--- src/design/tvrl_pkg.sv ---
// Package for the teleop velocity ramp limiter: widths, scaling constants,
// register indexes, datapath command codes and controller states.
// No dependencies; every other file of the block imports it.
package tvrl_pkg;

  localparam int AXES       = 3;
  localparam int AXIS_W     = 2;
  localparam int VEL_W      = 32;
  localparam int LIMIT_W    = 31;
  localparam int BOOST_W    = 12;
  localparam int STICK_W    = 16;
  localparam int CMD_W      = 16;
  localparam int WAIT_W     = 5;
  localparam int CFG_IDX_W  = 3;
  localparam int CFG_DATA_W = 32;

  localparam logic [AXIS_W-1:0] AXIS_FWD  = 2'd0;
  localparam logic [AXIS_W-1:0] AXIS_LAT  = 2'd1;
  localparam logic [AXIS_W-1:0] AXIS_TURN = 2'd2;

  // Boost factor of one in unsigned Q4.8.
  localparam logic [BOOST_W-1:0] BOOST_ONE       = 12'd256;
  localparam logic [BOOST_W-1:0] RUN_BOOST_RESET = 12'd384;

  // Q16.16 to mm/s is a multiply by 1000 and a shift by 16.
  localparam logic [31:0] MM_SCALE = 32'd1000;
  // Q16.16 to deg/s: v*18000 / (628*65536) reduces to v*4500 / (157*65536).
  localparam logic [31:0] DEG_SCALE       = 32'd4500;
  localparam int          DEG_DIV         = 157;
  localparam int          DEG_RECIP_SHIFT = 36;
  localparam logic [31:0] DEG_RECIP = 32'((64'd1 << DEG_RECIP_SHIFT) / DEG_DIV);

  typedef enum logic [CFG_IDX_W-1:0] {
    CFG_THREE_AXIS     = 3'd0,
    CFG_RUN_BOOST      = 3'd1,
    CFG_MAX_VEL_FWD    = 3'd2,
    CFG_MAX_VEL_LAT    = 3'd3,
    CFG_MAX_VEL_TURN   = 3'd4,
    CFG_MAX_STEP_FWD   = 3'd5,
    CFG_MAX_STEP_LAT   = 3'd6,
    CFG_MAX_STEP_TURN  = 3'd7
  } cfg_idx_e;

  typedef enum logic [3:0] {
    DP_NOP,
    DP_LOAD_IN,
    DP_SET_BOOST,
    DP_TGT_MUL1,
    DP_TGT_MUL2,
    DP_TGT_SAT,
    DP_CLEAR_ALL,
    DP_RAMP,
    DP_CNV_MUL,
    DP_CNV_MM,
    DP_CNV_RCP,
    DP_CNV_Q0,
    DP_CNV_DEG,
    DP_LOAD_OUT
  } dp_op_e;

  typedef struct packed {
    dp_op_e              op;
    logic [AXIS_W-1:0]   axis;
  } dp_cmd_t;

  typedef struct packed {
    logic req_type;
    logic deadman_pressed;
  } dp_status_t;

  typedef enum logic [3:0] {
    S_IDLE,
    S_DECODE,
    S_TGT_MUL1,
    S_TGT_MUL2,
    S_TGT_SAT,
    S_RAMP,
    S_CNV_MUL,
    S_CNV_MM,
    S_CNV_RCP,
    S_CNV_Q0,
    S_CNV_DEG,
    S_EMIT
  } ctrl_state_e;

endpackage

--- src/design/tvrl_if.sv ---
// Channel interfaces of the teleop velocity ramp limiter: request, response
// and configuration write. Depends on tvrl_pkg.

interface tvrl_req_if import tvrl_pkg::*; ();
  logic                      valid;
  logic                      ready;
  logic                      req_type;
  logic                      deadman_pressed;
  logic                      run_pressed;
  logic signed [STICK_W-1:0] stick_forward;
  logic signed [STICK_W-1:0] stick_lateral;
  logic signed [STICK_W-1:0] stick_turn;

  modport source (
    output valid, req_type, deadman_pressed, run_pressed,
    output stick_forward, stick_lateral, stick_turn,
    input  ready
  );
  modport sink (
    input  valid, req_type, deadman_pressed, run_pressed,
    input  stick_forward, stick_lateral, stick_turn,
    output ready
  );
endinterface

interface tvrl_rsp_if import tvrl_pkg::*; ();
  logic                    valid;
  logic                    ready;
  logic signed [VEL_W-1:0] ramp_forward;
  logic signed [VEL_W-1:0] ramp_lateral;
  logic signed [VEL_W-1:0] ramp_turn;
  logic signed [CMD_W-1:0] cmd_forward_mm;
  logic signed [CMD_W-1:0] cmd_lateral_mm;
  logic signed [CMD_W-1:0] cmd_turn_deg;
  logic                    lateral_present;

  modport source (
    output valid, ramp_forward, ramp_lateral, ramp_turn,
    output cmd_forward_mm, cmd_lateral_mm, cmd_turn_deg, lateral_present,
    input  ready
  );
  modport sink (
    input  valid, ramp_forward, ramp_lateral, ramp_turn,
    input  cmd_forward_mm, cmd_lateral_mm, cmd_turn_deg, lateral_present,
    output ready
  );
endinterface

interface tvrl_cfg_if import tvrl_pkg::*; ();
  logic                  valid;
  logic                  ready;
  logic [CFG_IDX_W-1:0]  index;
  logic [CFG_DATA_W-1:0] data;

  modport source (output valid, index, data, input ready);
  modport sink   (input valid, index, data, output ready);
endinterface

--- src/design/tvrl_dp.sv ---
// Datapath of the teleop velocity ramp limiter: configuration registers,
// target and ramp state, one shared 32x32 multiplier and the result register.
// Depends on tvrl_pkg and tvrl_if; driven by commands from tvrl_ctrl.
module tvrl_dp import tvrl_pkg::*; (
  input  logic           clk_i,
  input  logic           rst_ni,
  tvrl_req_if.sink       req_i,
  tvrl_rsp_if.source     rsp_o,
  tvrl_cfg_if.sink       cfg_i,
  input  dp_cmd_t        cmd_i,
  output dp_status_t     status_o
);

  function automatic logic [CMD_W-1:0] sat16(input logic neg, input logic [31:0] mag);
    logic [CMD_W-1:0] res;
    if (!neg) begin
      res = (mag > 32'd32767) ? 16'h7FFF : mag[CMD_W-1:0];
    end else begin
      res = (mag > 32'd32768) ? 16'h8000 : CMD_W'(~mag[CMD_W-1:0] + 16'd1);
    end
    return res;
  endfunction

  // Configuration.
  logic                three_axis_q;
  logic [BOOST_W-1:0]  run_boost_q;
  logic [LIMIT_W-1:0]  max_vel_q  [AXES];
  logic [LIMIT_W-1:0]  max_step_q [AXES];

  // Block state.
  logic [BOOST_W-1:0]  boost_q;
  logic [VEL_W-1:0]    target_q [AXES];
  logic [VEL_W-1:0]    ramp_q   [AXES];

  // Latched request and working registers.
  logic                req_type_q, deadman_q, run_q;
  logic [STICK_W-1:0]  stick_q [AXES];
  logic [63:0]         mul_q;
  logic                sign_q;
  logic [27:0]         m_q;
  logic [20:0]         q0_q;
  logic [CMD_W-1:0]    cmd_q [AXES];

  // Result register.
  logic [VEL_W-1:0]    out_ramp_q [AXES];
  logic [CMD_W-1:0]    out_cmd_q  [AXES];
  logic                out_lat_q;

  logic [AXIS_W-1:0]   ax;
  logic [STICK_W-1:0]  stick_sel, stick_mag;
  logic [VEL_W-1:0]    tgt_sel, rmp_sel, rmp_mag;
  logic [31:0]         mul_a, mul_b;
  logic [63:0]         mul_p;
  logic [35:0]         tmag;
  logic [VEL_W-1:0]    tsat;
  logic signed [32:0]  diff, step_pos, step_neg;
  logic [VEL_W-1:0]    ramp_next;
  logic                lat_off;
  logic [28:0]         deg_rem;
  logic [21:0]         deg_q;

  assign ax        = cmd_i.axis;
  assign lat_off   = (ax == AXIS_LAT) && !three_axis_q;
  assign stick_sel = stick_q[ax];
  assign stick_mag = stick_sel[STICK_W-1] ? (~stick_sel + 16'd1) : stick_sel;
  assign tgt_sel   = target_q[ax];
  assign rmp_sel   = ramp_q[ax];
  assign rmp_mag   = rmp_sel[VEL_W-1] ? (~rmp_sel + 32'd1) : rmp_sel;

  always_comb begin
    mul_a = '0;
    mul_b = '0;
    unique case (cmd_i.op)
      DP_TGT_MUL1: begin
        mul_a = {16'd0, stick_mag};
        mul_b = {20'd0, boost_q};
      end
      DP_TGT_MUL2: begin
        mul_a = {4'd0, mul_q[27:0]};
        mul_b = {1'b0, max_vel_q[ax]};
      end
      DP_CNV_MUL: begin
        mul_a = rmp_mag;
        mul_b = (ax == AXIS_TURN) ? DEG_SCALE : MM_SCALE;
      end
      DP_CNV_RCP: begin
        mul_a = {4'd0, mul_q[43:16]};
        mul_b = DEG_RECIP;
      end
      DP_CNV_Q0: begin
        mul_a = {11'd0, mul_q[56:36]};
        mul_b = 32'(DEG_DIV);
      end
      default: begin
        mul_a = '0;
        mul_b = '0;
      end
    endcase
  end

  assign mul_p = mul_a * mul_b;

  // Target: magnitude shifted by 23 truncates toward zero, then saturate.
  assign tmag = mul_q[58:23];
  always_comb begin
    if (!stick_sel[STICK_W-1]) begin
      tsat = (tmag > 36'h0_7FFF_FFFF) ? 32'h7FFF_FFFF : tmag[VEL_W-1:0];
    end else begin
      tsat = (tmag > 36'h0_8000_0000) ? 32'h8000_0000 : (~tmag[VEL_W-1:0] + 32'd1);
    end
  end

  // Slew limit of one axis.
  assign diff     = $signed({tgt_sel[VEL_W-1], tgt_sel}) - $signed({rmp_sel[VEL_W-1], rmp_sel});
  assign step_pos = $signed({2'b00, max_step_q[ax]});
  assign step_neg = -step_pos;
  always_comb begin
    if (diff > step_pos) begin
      ramp_next = rmp_sel + {1'b0, max_step_q[ax]};
    end else if (diff < step_neg) begin
      ramp_next = rmp_sel - {1'b0, max_step_q[ax]};
    end else begin
      ramp_next = tgt_sel;
    end
  end

  // Reciprocal quotient is low by at most one; one compare fixes it.
  assign deg_rem = {1'b0, m_q} - mul_q[28:0];
  assign deg_q   = {1'b0, q0_q} + {21'd0, (deg_rem >= 29'(DEG_DIV))};

  assign cfg_i.ready = 1'b1;

  always_ff @(posedge clk_i or negedge rst_ni) begin
    if (!rst_ni) begin
      three_axis_q <= 1'b1;
      run_boost_q  <= RUN_BOOST_RESET;
      boost_q      <= BOOST_ONE;
      for (int k = 0; k < AXES; k++) begin
        max_vel_q[k]  <= '0;
        max_step_q[k] <= '0;
        target_q[k]   <= '0;
        ramp_q[k]     <= '0;
      end
    end else begin
      if (cfg_i.valid) begin
        unique case (cfg_idx_e'(cfg_i.index))
          CFG_THREE_AXIS:    three_axis_q       <= cfg_i.data[0];
          CFG_RUN_BOOST:     run_boost_q        <= cfg_i.data[BOOST_W-1:0];
          CFG_MAX_VEL_FWD:   max_vel_q[0]       <= cfg_i.data[LIMIT_W-1:0];
          CFG_MAX_VEL_LAT:   max_vel_q[1]       <= cfg_i.data[LIMIT_W-1:0];
          CFG_MAX_VEL_TURN:  max_vel_q[2]       <= cfg_i.data[LIMIT_W-1:0];
          CFG_MAX_STEP_FWD:  max_step_q[0]      <= cfg_i.data[LIMIT_W-1:0];
          CFG_MAX_STEP_LAT:  max_step_q[1]      <= cfg_i.data[LIMIT_W-1:0];
          CFG_MAX_STEP_TURN: max_step_q[2]      <= cfg_i.data[LIMIT_W-1:0];
        endcase
      end
      unique case (cmd_i.op)
        DP_SET_BOOST: boost_q <= run_q ? run_boost_q : BOOST_ONE;
        DP_TGT_SAT:   target_q[ax] <= lat_off ? '0 : tsat;
        DP_CLEAR_ALL: begin
          for (int k = 0; k < AXES; k++) begin
            target_q[k] <= '0;
            ramp_q[k]   <= '0;
          end
        end
        DP_RAMP: begin
          if (lat_off) begin
            target_q[ax] <= '0;
            ramp_q[ax]   <= '0;
          end else begin
            ramp_q[ax]   <= ramp_next;
          end
        end
        default: ;
      endcase
    end
  end

  always_ff @(posedge clk_i) begin
    unique case (cmd_i.op)
      DP_LOAD_IN: begin
        req_type_q <= req_i.req_type;
        deadman_q  <= req_i.deadman_pressed;
        run_q      <= req_i.run_pressed;
        stick_q[0] <= req_i.stick_forward;
        stick_q[1] <= req_i.stick_lateral;
        stick_q[2] <= req_i.stick_turn;
      end
      DP_TGT_MUL1, DP_TGT_MUL2: mul_q <= mul_p;
      DP_CNV_MUL: begin
        mul_q  <= mul_p;
        sign_q <= rmp_sel[VEL_W-1];
      end
      DP_CNV_MM: cmd_q[ax] <= sat16(sign_q, {6'd0, mul_q[41:16]});
      DP_CNV_RCP: begin
        mul_q <= mul_p;
        m_q   <= mul_q[43:16];
      end
      DP_CNV_Q0: begin
        mul_q <= mul_p;
        q0_q  <= mul_q[56:36];
      end
      DP_CNV_DEG: cmd_q[AXIS_TURN] <= sat16(sign_q, {10'd0, deg_q});
      DP_LOAD_OUT: begin
        for (int k = 0; k < AXES; k++) begin
          out_ramp_q[k] <= ramp_q[k];
          out_cmd_q[k]  <= cmd_q[k];
        end
        out_lat_q <= three_axis_q;
      end
      default: ;
    endcase
  end

  assign status_o.req_type        = req_type_q;
  assign status_o.deadman_pressed = deadman_q;

  assign rsp_o.ramp_forward    = out_ramp_q[0];
  assign rsp_o.ramp_lateral    = out_ramp_q[1];
  assign rsp_o.ramp_turn       = out_ramp_q[2];
  assign rsp_o.cmd_forward_mm  = out_cmd_q[0];
  assign rsp_o.cmd_lateral_mm  = out_cmd_q[1];
  assign rsp_o.cmd_turn_deg    = out_cmd_q[2];
  assign rsp_o.lateral_present = out_lat_q;

endmodule

--- src/design/tvrl_ctrl.sv ---
// Controller of the teleop velocity ramp limiter: sequences the datapath over
// the three axes and holds the activity, stop and start-up wait flags.
// Depends on tvrl_pkg.
module tvrl_ctrl import tvrl_pkg::*; #(
  parameter int INIT_WAIT_TICKS = 20
) (
  input  logic        clk_i,
  input  logic        rst_ni,
  input  logic        in_valid_i,
  output logic        in_ready_o,
  output logic        out_valid_o,
  input  logic        out_ready_i,
  input  dp_status_t  status_i,
  output dp_cmd_t     cmd_o
);

  ctrl_state_e         state_q, state_d;
  logic [AXIS_W-1:0]   axis_q, axis_d;
  logic                active_q, active_d;
  logic                stopped_q, stopped_d;
  logic                init_done_q, init_done_d;
  logic [WAIT_W-1:0]   wait_count_q, wait_count_d;
  logic                out_valid_q, out_valid_d;

  always_ff @(posedge clk_i or negedge rst_ni) begin
    if (!rst_ni) begin
      state_q      <= S_IDLE;
      axis_q       <= AXIS_FWD;
      active_q     <= 1'b0;
      stopped_q    <= 1'b0;
      init_done_q  <= 1'b0;
      wait_count_q <= '0;
      out_valid_q  <= 1'b0;
    end else begin
      state_q      <= state_d;
      axis_q       <= axis_d;
      active_q     <= active_d;
      stopped_q    <= stopped_d;
      init_done_q  <= init_done_d;
      wait_count_q <= wait_count_d;
      out_valid_q  <= out_valid_d;
    end
  end

  always_comb begin
    state_d      = state_q;
    axis_d       = axis_q;
    active_d     = active_q;
    stopped_d    = stopped_q;
    init_done_d  = init_done_q;
    wait_count_d = wait_count_q;
    out_valid_d  = out_valid_q && !out_ready_i;
    in_ready_o   = 1'b0;
    cmd_o.op     = DP_NOP;
    cmd_o.axis   = axis_q;

    unique case (state_q)
      S_IDLE: begin
        in_ready_o = 1'b1;
        axis_d     = AXIS_FWD;
        if (in_valid_i) begin
          cmd_o.op = DP_LOAD_IN;
          state_d  = S_DECODE;
        end
      end
      S_DECODE: begin
        state_d = S_IDLE;
        if (!status_i.req_type) begin
          if (!status_i.deadman_pressed) begin
            active_d = 1'b0;
          end else begin
            if (!active_q) begin
              active_d    = 1'b1;
              init_done_d = 1'b0;
            end
            cmd_o.op = DP_SET_BOOST;
            state_d  = S_TGT_MUL1;
          end
        end else if (!active_q) begin
          // First inactive tick since reset or the last active command: zero everything and send one stop.
          if (!stopped_q) begin
            cmd_o.op  = DP_CLEAR_ALL;
            stopped_d = 1'b1;
            state_d   = S_RAMP;
          end
        end else if (!init_done_q && (wait_count_q < WAIT_W'(INIT_WAIT_TICKS))) begin
          wait_count_d = wait_count_q + 1'b1;
        end else begin
          init_done_d = 1'b1;
          stopped_d   = 1'b0;
          state_d     = S_RAMP;
        end
      end
      S_TGT_MUL1: begin
        cmd_o.op = DP_TGT_MUL1;
        state_d  = S_TGT_MUL2;
      end
      S_TGT_MUL2: begin
        cmd_o.op = DP_TGT_MUL2;
        state_d  = S_TGT_SAT;
      end
      S_TGT_SAT: begin
        cmd_o.op = DP_TGT_SAT;
        if (axis_q == AXIS_TURN) begin
          state_d = S_IDLE;
        end else begin
          axis_d  = axis_q + 1'b1;
          state_d = S_TGT_MUL1;
        end
      end
      S_RAMP: begin
        cmd_o.op = DP_RAMP;
        if (axis_q == AXIS_TURN) begin
          axis_d  = AXIS_FWD;
          state_d = S_CNV_MUL;
        end else begin
          axis_d  = axis_q + 1'b1;
        end
      end
      S_CNV_MUL: begin
        cmd_o.op = DP_CNV_MUL;
        state_d  = (axis_q == AXIS_TURN) ? S_CNV_RCP : S_CNV_MM;
      end
      S_CNV_MM: begin
        cmd_o.op = DP_CNV_MM;
        axis_d   = axis_q + 1'b1;
        state_d  = S_CNV_MUL;
      end
      S_CNV_RCP: begin
        cmd_o.op = DP_CNV_RCP;
        state_d  = S_CNV_Q0;
      end
      S_CNV_Q0: begin
        cmd_o.op = DP_CNV_Q0;
        state_d  = S_CNV_DEG;
      end
      S_CNV_DEG: begin
        cmd_o.op = DP_CNV_DEG;
        state_d  = S_EMIT;
      end
      S_EMIT: begin
        // The result register frees up in the same cycle it is taken.
        if (!out_valid_q || out_ready_i) begin
          cmd_o.op    = DP_LOAD_OUT;
          out_valid_d = 1'b1;
          state_d     = S_IDLE;
        end
      end
      default: state_d = S_IDLE;
    endcase
  end

  assign out_valid_o = out_valid_q;

endmodule

--- src/design/teleop_velocity_ramp_limiter.sv ---
// Top level of the teleop velocity ramp limiter: a controller and a datapath
// joined by a command struct and a status struct.
// Depends on tvrl_pkg, tvrl_if, tvrl_ctrl and tvrl_dp.
//
//   Channel  Direction  Transaction
//   req_i    in         joystick sample (req_type 0) or publish tick (req_type 1)
//   rsp_o    out        ramped velocities in Q16.16, mm/s and deg/s, at most one per tick
//   cfg_i    in         register write, index 0 to 7, always ready
//
// After a held-deadman sample come decode, two multiplier passes and a
// saturation per axis and the idle cycle. A tick that sends a command runs
// decode, three slew steps, multiply and mm scaling per linear axis,
// multiply, reciprocal, quotient and degree steps for the turn axis, the
// result load and idle. Other transactions only decode. Reset clears flags,
// targets and ramps at once; a waiting result stalls only the next load.
module teleop_velocity_ramp_limiter import tvrl_pkg::*; #(
  parameter int INIT_WAIT_TICKS = 20
) (
  input  logic        clk_i,
  input  logic        rst_ni,
  tvrl_req_if.sink    req_i,
  tvrl_rsp_if.source  rsp_o,
  tvrl_cfg_if.sink    cfg_i
);

  dp_cmd_t    dp_cmd;
  dp_status_t dp_status;
  logic       in_ready;
  logic       out_valid;

  // The controller owns the request and response handshakes; the datapath owns every payload bit.
  tvrl_ctrl #(
    .INIT_WAIT_TICKS (INIT_WAIT_TICKS)
  ) u_ctrl (
    .clk_i       (clk_i),
    .rst_ni      (rst_ni),
    .in_valid_i  (req_i.valid),
    .in_ready_o  (in_ready),
    .out_valid_o (out_valid),
    .out_ready_i (rsp_o.ready),
    .status_i    (dp_status),
    .cmd_o       (dp_cmd)
  );

  tvrl_dp u_dp (
    .clk_i    (clk_i),
    .rst_ni   (rst_ni),
    .req_i    (req_i),
    .rsp_o    (rsp_o),
    .cfg_i    (cfg_i),
    .cmd_i    (dp_cmd),
    .status_o (dp_status)
  );

  assign req_i.ready = in_ready;
  assign rsp_o.valid = out_valid;

endmodule

--- src/flat_wrapper.sv ---
// flat-port wrapper written by rule: the top's interface ports become plain ports
module teleop_velocity_ramp_limiter_flat import tvrl_pkg::*;
#(
  parameter int INIT_WAIT_TICKS = 20
)
  (clk_i, rst_ni, req_i_valid, req_i_req_type, req_i_deadman_pressed, req_i_run_pressed, req_i_stick_forward, req_i_stick_lateral, req_i_stick_turn, req_i_ready, rsp_o_valid, rsp_o_ramp_forward, rsp_o_ramp_lateral, rsp_o_ramp_turn, rsp_o_cmd_forward_mm, rsp_o_cmd_lateral_mm, rsp_o_cmd_turn_deg, rsp_o_lateral_present, rsp_o_ready, cfg_i_valid, cfg_i_index, cfg_i_data, cfg_i_ready);
  tvrl_req_if req_i_i ();
  tvrl_rsp_if rsp_o_i ();
  tvrl_cfg_if cfg_i_i ();
  input  logic clk_i;
  input  logic rst_ni;
  input wire logic [$bits(req_i_i.valid)-1:0] req_i_valid;
  input wire logic [$bits(req_i_i.req_type)-1:0] req_i_req_type;
  input wire logic [$bits(req_i_i.deadman_pressed)-1:0] req_i_deadman_pressed;
  input wire logic [$bits(req_i_i.run_pressed)-1:0] req_i_run_pressed;
  input wire logic [$bits(req_i_i.stick_forward)-1:0] req_i_stick_forward;
  input wire logic [$bits(req_i_i.stick_lateral)-1:0] req_i_stick_lateral;
  input wire logic [$bits(req_i_i.stick_turn)-1:0] req_i_stick_turn;
  output wire logic [$bits(req_i_i.ready)-1:0] req_i_ready;
  output wire logic [$bits(rsp_o_i.valid)-1:0] rsp_o_valid;
  output wire logic [$bits(rsp_o_i.ramp_forward)-1:0] rsp_o_ramp_forward;
  output wire logic [$bits(rsp_o_i.ramp_lateral)-1:0] rsp_o_ramp_lateral;
  output wire logic [$bits(rsp_o_i.ramp_turn)-1:0] rsp_o_ramp_turn;
  output wire logic [$bits(rsp_o_i.cmd_forward_mm)-1:0] rsp_o_cmd_forward_mm;
  output wire logic [$bits(rsp_o_i.cmd_lateral_mm)-1:0] rsp_o_cmd_lateral_mm;
  output wire logic [$bits(rsp_o_i.cmd_turn_deg)-1:0] rsp_o_cmd_turn_deg;
  output wire logic [$bits(rsp_o_i.lateral_present)-1:0] rsp_o_lateral_present;
  input wire logic [$bits(rsp_o_i.ready)-1:0] rsp_o_ready;
  input wire logic [$bits(cfg_i_i.valid)-1:0] cfg_i_valid;
  input wire logic [$bits(cfg_i_i.index)-1:0] cfg_i_index;
  input wire logic [$bits(cfg_i_i.data)-1:0] cfg_i_data;
  output wire logic [$bits(cfg_i_i.ready)-1:0] cfg_i_ready;
  assign req_i_i.valid = req_i_valid;
  assign req_i_i.req_type = req_i_req_type;
  assign req_i_i.deadman_pressed = req_i_deadman_pressed;
  assign req_i_i.run_pressed = req_i_run_pressed;
  assign req_i_i.stick_forward = req_i_stick_forward;
  assign req_i_i.stick_lateral = req_i_stick_lateral;
  assign req_i_i.stick_turn = req_i_stick_turn;
  assign req_i_ready = req_i_i.ready;
  assign rsp_o_valid = rsp_o_i.valid;
  assign rsp_o_ramp_forward = rsp_o_i.ramp_forward;
  assign rsp_o_ramp_lateral = rsp_o_i.ramp_lateral;
  assign rsp_o_ramp_turn = rsp_o_i.ramp_turn;
  assign rsp_o_cmd_forward_mm = rsp_o_i.cmd_forward_mm;
  assign rsp_o_cmd_lateral_mm = rsp_o_i.cmd_lateral_mm;
  assign rsp_o_cmd_turn_deg = rsp_o_i.cmd_turn_deg;
  assign rsp_o_lateral_present = rsp_o_i.lateral_present;
  assign rsp_o_i.ready = rsp_o_ready;
  assign cfg_i_i.valid = cfg_i_valid;
  assign cfg_i_i.index = cfg_i_index;
  assign cfg_i_i.data = cfg_i_data;
  assign cfg_i_ready = cfg_i_i.ready;
  teleop_velocity_ramp_limiter #(.INIT_WAIT_TICKS(INIT_WAIT_TICKS)) u_core (.clk_i(clk_i), .rst_ni(rst_ni), .req_i(req_i_i), .rsp_o(rsp_o_i), .cfg_i(cfg_i_i));
endmodule
--- config.mk ---
export PLATFORM = sky130hd
export DESIGN_NAME = teleop_velocity_ramp_limiter_flat
export DESIGN_NICKNAME = d
export VERILOG_FILES = /design/src/design/tvrl_pkg.sv /design/src/design/tvrl_if.sv /design/src/design/tvrl_dp.sv /design/src/design/tvrl_ctrl.sv /design/src/design/teleop_velocity_ramp_limiter.sv /design/src/flat_wrapper.sv
export SDC_FILE = /design/constraint.sdc
export NUM_CORES = 2
export LEC_CHECK = 0
export ABC_AREA = 1
export BUFFER_PORTS_ARGS = -buffer_cell sky130_fd_sc_hd__clkbuf_2
export CORE_ASPECT_RATIO = 1.2
export CORE_MARGIN = 10
export CORE_UTILIZATION = 60
export DETAILED_ROUTE_END_ITERATION = 8
export GPL_ROUTABILITY_DRIVEN = 0
export GPL_TIMING_DRIVEN = 0
export HOLD_SLACK_MARGIN = 0.02
export PLACE_DENSITY_LB_ADDON = 0.08
export SYNTH_ARGS = -nofsm -noshare
export SYNTH_HDL_FRONTEND = slang
export SYNTH_SLANG_ARGS = --single-unit
export TNS_END_PERCENT = 20
--- constraint.sdc ---
create_clock -name clk_i -period 11.1 [get_ports clk_i]
set_clock_uncertainty 0.15 [all_clocks]
set_input_delay 1.665 -clock clk_i [delete_from_list [all_inputs] [get_ports clk_i]]
set_output_delay 1.665 -clock clk_i [all_outputs]
set_load 0.05 [all_outputs]
Word level (Yosys, flattened, before mapping)
Memories as Yosys holds them, arrays and structs flattened.
Index checks and enable logic that the tools add are counted.
{"block": "classes", "add_sub_neg": 13, "n_mul": 1, "n_lt_le_gt_ge": 12, "n_eq_ne": 42, "n_mux": 82, "bitwise_logic": 10, "n_reduce_logical": 32}
{"cell": "two-way mux 32 bit", "n": 12}
{"cell": "one-hot mux 96 bit (3 select lines)", "n": 1}
{"cell": "bitwise AND 96 bit", "n": 2}
{"cell": "bitwise mux 96 bit", "n": 2}
{"cell": "two-way mux 96 bit", "n": 2}
{"cell": "one-hot mux 96 bit (2 select lines)", "n": 1}
{"cell": "two-way mux 16 bit", "n": 10}
{"cell": "one-hot mux 32 bit (5 select lines)", "n": 1}
{"cell": "one-hot mux 31 bit (5 select lines)", "n": 1}
{"cell": "binary-select mux 32 bit (select 2 bit)", "n": 2}
{"cell": "binary-select mux 31 bit (select 2 bit)", "n": 2}
{"cell": "two-way mux 31 bit", "n": 4}
{"cell": "NOT 96 bit", "n": 1}
{"cell": "one-hot mux 4 bit (12 select lines)", "n": 2}
{"cell": "adder 32 x 1 -> 32 bit, second input constant", "n": 2}
{"cell": "demux 32 bit (select 2 bit)", "n": 1}
{"cell": "NOT 32 bit", "n": 2}
{"cell": "multiplier 32 x 31 -> 59 bit", "n": 1}
{"cell": "adder 16 x 1 -> 16 bit, second input constant", "n": 3}
{"cell": "NOT 16 bit", "n": 3}
{"cell": "== test 4 bit, second input constant", "n": 10}
{"cell": "> comparator 36 x 31 -> 1 bit, second input constant", "n": 1}
{"cell": "> comparator 36 x 32 -> 1 bit, second input constant", "n": 1}
{"cell": "> comparator 33 x 32 -> 1 bit", "n": 1}
{"cell": "50 further kinds", "n": 124}
{"block": "word_totals", "regBits": 531, "ram_bits": 240, "inputBits": 91, "n_memories": 4}
{"memory": "u_core.u_dp.out_ramp_q", "words": 3, "word_bits": 32, "rd": 3, "rd_clocked_by_memory_dff": 0, "write_ports": 3, "line_no": "tvrl_dp.sv:45", "source": "logic [VEL_W-1:0] out_ramp_q [AXES];"}
{"memory": "u_core.u_dp.cmd_q", "words": 3, "word_bits": 16, "rd": 3, "rd_clocked_by_memory_dff": 0, "write_ports": 1, "line_no": "tvrl_dp.sv:42", "source": "logic [CMD_W-1:0] cmd_q [AXES];"}
{"memory": "u_core.u_dp.out_cmd_q", "words": 3, "word_bits": 16, "rd": 3, "rd_clocked_by_memory_dff": 0, "write_ports": 3, "line_no": "tvrl_dp.sv:46", "source": "logic [CMD_W-1:0] out_cmd_q [AXES];"}
{"memory": "u_core.u_dp.stick_q", "words": 3, "word_bits": 16, "rd": 1, "rd_clocked_by_memory_dff": 0, "write_ports": 3, "line_no": "tvrl_dp.sv:37", "source": "logic [STICK_W-1:0] stick_q [AXES];"}

Logic depth before layout (Yosys ltp)
{"block": "logic_depth", "ltp_word": 11, "ltp_mapped": 49, "mapped_depth_nobuf": 47}

Worst setup path after synthesis
No wires, ideal clock.
{"block": "synth_timing", "path_type": "in2reg", "start": "input port rsp_o_ready", "end": "memory u_core.u_dp.out_cmd_q[0][0], enable pin", "setup_ns": 0.698, "arrival_time_ns": 8.674, "t_required_ns": 10.252, "slack_ns": 1.578, "stages": 2, "path_cell_list": "inv_1 a21oi_1"}
{"item": "start: declaration", "line_no": "flat_wrapper.sv:28", "source": "input wire logic [$bits(rsp_o_i.ready)-1:0] rsp_o_ready;"}
{"item": "end: declaration", "line_no": "tvrl_dp.sv:46"}

Final worst setup path
{"block": "layout_timing", "start": "register u_core.u_ctrl.state_q[0]", "end": "register u_core.u_dp.mul_q[48], data pin"}
{"block": "layout_between", "elab_chain_len": 5, "word_cells_on_any_way": 21, "classes_between": "1 x mul; 16 x eq/ne; 3 x mux; 1 x reduce/logical"}
{"item": "start: declaration", "line_no": "tvrl_ctrl.sv:17", "source": "ctrl_state_e state_q, state_d;"}
{"item": "start signal: assignment", "line_no": "tvrl_ctrl.sv:35", "source": "state_q <= state_d;"}
{"item": "== test 4 bit (tied with other cells)", "line_no": "tvrl_ctrl.sv:57", "source": "unique case (state_q)"}
{"item": "one-hot mux 4 bit (12 select lines) *", "line_no": "tvrl_ctrl.sv:57"}
{"item": "== test 4 bit (tied with other cells)", "line_no": "tvrl_dp.sv:73", "source": "unique case (cmd_i.op)"}
{"item": "one-hot mux 32 bit (5 select lines) or one-hot mux 31 bit (5 select lines) (tied branches)", "line_no": "tvrl_dp.sv:73"}
{"item": "multiplier 32 x 31 -> 59 bit *", "line_no": "tvrl_dp.sv:101", "source": "assign mul_p = mul_a * mul_b;"}
{"item": "named net u_core.u_dp.mul_p[48]", "line_no": "tvrl_dp.sv:53", "source": "logic [63:0] mul_p;"}
{"item": "end signal: assignment", "line_no": "tvrl_dp.sv:189", "source": "DP_TGT_MUL1, DP_TGT_MUL2: mul_q <= mul_p;"}
{"item": "end signal: assignment", "line_no": "tvrl_dp.sv:191", "source": "mul_q <= mul_p;"}
{"item": "end signal: assignment", "line_no": "tvrl_dp.sv:196", "source": "mul_q <= mul_p;"}
{"item": "end: declaration", "line_no": "tvrl_dp.sv:38", "source": "logic [63:0] mul_q;"}
The timed path passes the listed nets; every way through them passes the cells marked *.
A chain may end at the register's enable or synchronous reset.

==> metrics.cfg <==
[critical_path]
path_max_fanout=17
arrival_ns=11.57
cpMaxStageDelayCell=a21oi_1
reg2reg_depth=31
critical_path.max_stage_delay_ns=1.11
crit_path_end_kind=flop
path_common_cell=fa_1
crit_required_ns=11.37
startpoint_type=flop
crit_type=flop to flop

[status]
violations=DRC, capacitance limit, slew limit, setup timing
outcome=finished, violations left

[min_path]
hold_path_class=flop to flop
hold_path_depth=0

[clock_tree]
numCtsBuffers=73
h-tree-depth=3
root_buffer=clkbuf_16
clock_latency_ns=0.71
clk_pin_slew_ns=0.06
cts_sinks=771
cts_tree=done
clockBufferDepth=3

[grt]
gr-total-overflow=0
grt_usage=0.424
grt_max_degree=114
grt_pass1_vias=71034
antenna_found_initial=21
grt_pass1_wl_um=448000

[placed_design]
dp_slack_ns=-1.46
hpwlAfterDp_um=246000
io_buffers=236

[sta]
hold-worst-slack_ns=0.263
max_freq_mhz=88.6
finalSetupViolations=8
slew_headroom=-0.0563
worst_slew_pin_slew_ns=1.57
min_period_ns=11.29
hold_viol_final=0
slew_violations=24
finalCritPeriodShare=1.02
worst_slack_ns=-0.193

[yosys]
yosys_warnings=0
syn-cell-area_mm2=0.0775
ys_types=76
syn_inst=9578
synth-seq-cells=771
seq_area_frac_synth=0.272
async_flop_share=0.542
avgSynthCellArea_um2=8.09
ys.flop_type=dfrtp_1
synth_edf_count=353

[floorplan]
core-area_mm2=0.128
initial_core_util=0.604
die_width_um=348
die_y_um=414
io_pins=239
die_area_mm2=0.144
rows=144

[detailed_routing]
via_count=71452
routed_wl_um=305000
postRouteAntennaNets=0
vias_per_cell=6.07
drtPass1Iterations=9
drc=49
drt-wirelength-per-cell_um=26.0
drt_iter0_drc=8414

[job]
maxCapViolations=3

[power_and_ir_drop]
finalPower_uw=28000
ir_drop_v=0.000271
p_leak_uw=0.0424
p_per_area_mw_per_mm2=330

[final_layout]
fin_nets=11394
layout-drive-gt1-share=0.0806
areaGrowthSynthToFinish_pct=9.38
n_fill_cell=11031

-- layout make-up --
type	count	area, µm²	area share
buffer	364	1850	0.0219
clock inverter	40	537	0.00633
timing repair buffer	285	1830	0.0216
sequential	771	21100	0.249
antenna	15	37.5	0.000443
tap	1679	2100	0.0248
inverter	1794	6760	0.0798
multi-input combinational	6722	48600	0.573
clock buffer	95	1950	0.0230
-- routing by layer --
layer	routed length [µm]	GRT usage	up-vias
met1	96300	0.454	33849
met3	37400	0.134	1761
li1	-	-	30850
met4	38900	0.416	12
met5	139	0.00401	-
met2	133000	0.656	4980
-- critical path: cells and delay by family, from the launching register on --
kind            cells  cell delay [ns]
fa+ha+maj           9             4.92
simple gates       10             1.84
xor+xnor            1             0.49
flops               1             0.44
buf+inv             8             1.77
compound gates      3             1.42
-- state kept, by name, summed over array words and instances, names as in the netlist, 2 cells and up --
name / cells
u_core.u_ctrl.axis_q: 2
u_core.u_dp.out_cmd_q: 48
u_core.u_dp.m_q: 28
u_core.u_ctrl.state_q: 4
u_core.u_dp.run_boost_q: 12
u_core.u_dp.cmd_q: 48
u_core.u_dp.target_q: 96
u_core.u_dp.q0_q: 21
u_core.u_dp.out_ramp_q: 96
u_core.u_dp.max_step_q: 93
u_core.u_dp.max_vel_q: 93
u_core.u_dp.ramp_q: 96
u_core.u_dp.boost_q: 12
u_core.u_ctrl.wait_count_q: 5
u_core.u_dp.stick_q: 48
u_core.u_dp.mul_q: 59
-- Yosys cell counts, drive strengths merged, types with 6 or more instances --
| cell | count | area share |
|---|---|---|
| nor3 | 73 | 0.0053 |
| o22ai | 64 | 0.0052 |
| clkinv | 16 | 0.00078 |
| dfrtp | 414 | 0.13 |
| nand2 | 2238 | 0.11 |
| xnor2 | 44 | 0.0050 |
| a21boi | 12 | 0.0012 |
| o21ai | 577 | 0.037 |
| or2 | 63 | 0.0051 |
| a31oi | 31 | 0.0025 |
| xor2 | 139 | 0.016 |
| o21bai | 26 | 0.0025 |
| o21a | 44 | 0.0043 |
| nor2 | 803 | 0.040 |
| a22oi | 14 | 0.0014 |
| nand3 | 471 | 0.031 |
| o31ai | 8 | 0.00078 |
| a221oi | 8 | 0.00090 |
| a21o | 23 | 0.0022 |
| a32oi | 18 | 0.0031 |
| o211a | 6 | 0.00078 |
| edfxtp | 353 | 0.14 |
| fa | 865 | 0.22 |
| buf | 153 | 0.012 |
| nand3b | 13 | 0.0013 |
| o211ai | 70 | 0.0071 |
| nand4 | 82 | 0.0068 |
| and2 | 29 | 0.0023 |
| nor4 | 21 | 0.0022 |
| a21oi | 444 | 0.029 |
| ha | 427 | 0.069 |
| inv | 1778 | 0.086 |
| o221ai | 6 | 0.00076 |
| clkbuf | 215 | 0.010 |
-- cells by family after synthesis --
logic type | synth area share
DFF | 0.272
buffers and inverters | 0.110
AOI/OAI and AO/OA | 0.101
muxes | 0.000145
and+or+nand+nor | 0.204
other | 0.0000969
xor gates and xnor gates | 0.0207
adders and majority gates | 0.292
-- placed cells by master (no fill, tap or decap), types with 33 or more instances in the layout --
cell type     n
clkbuf_2    260
fa_1        860
o21ai_1      36
nand2_1    2209
nor3_1       63
nor2_1      781
inv_2        44
nand3_1     456
clkbuf_16    73
edfxtp_1    353
conb_1       79
o21ai_0     528
nand4_1      80
or2_2        45
inv_1      1728
o211ai_1     65
a21oi_1     426
buf_6        33
o22ai_1      64
clkbuf_1    199
buf_2        73
xor2_1      138
ha_1        425
o21a_1       44
buf_4        45
xnor2_1      44
dfrtp_1     412
-- worst paths after layout --
| kind | from | endpoint | slack (ns) |
|---|---|---|---|
| worst max register to register | u_core.u_ctrl.state_q[0] | u_core.u_dp.mul_q[48] | -0.19 |
| max in group asynchronous | rst_ni | u_core.u_dp.target_q[43] | 8.28 |
| min in group asynchronous | rst_ni | u_core.u_dp.max_step_q[67] | 0.86 |
| worst min-delay path | u_core.u_dp.cmd_q[0][15] | u_core.u_dp.out_cmd_q[0][15] | 0.26 |
| worst min register to register | u_core.u_dp.cmd_q[0][15] | u_core.u_dp.out_cmd_q[0][15] | 0.26 |
| worst max-delay path | u_core.u_ctrl.state_q[0] | u_core.u_dp.mul_q[48] | -0.19 |
-- power breakdown --
| group | switching, µW | total [µW] | internal [µW] |
|---|---|---|---|
| sequential | 545 | 4320 | 3780 |
| combinational | 15000 | 21000 | 5980 |
| clock | 1180 | 2640 | 1450 |
| total | 16700 | 28000 | 11200 |
-- timing repair --
action / CTS / global route
resized for setup: 36 / 149
hold buffers: 0 / 0
setup endpoints to repair: 45 / 31
buffers inserted: 3 / 23
pin swaps: 2 / 15
-- per-stage QoR --
stage | utilization | instance area (µm²) | cells | setup TNS [ns]
2_1_floorplan | - | 77800 | 9655 | 0
3_3_place_gp | 0.632 | 81000 | 11570 | -657.25
5_1_grt | 0.660 | 84700 | 11755 | -0.842
6_report | 0.661 | 84700 | 11765 | -0.940
3_5_place_dp | 0.635 | 81500 | 11590 | -44.66
4_1_cts | 0.656 | 84100 | 11727 | 0
Power figures use the tool's default switching activity.
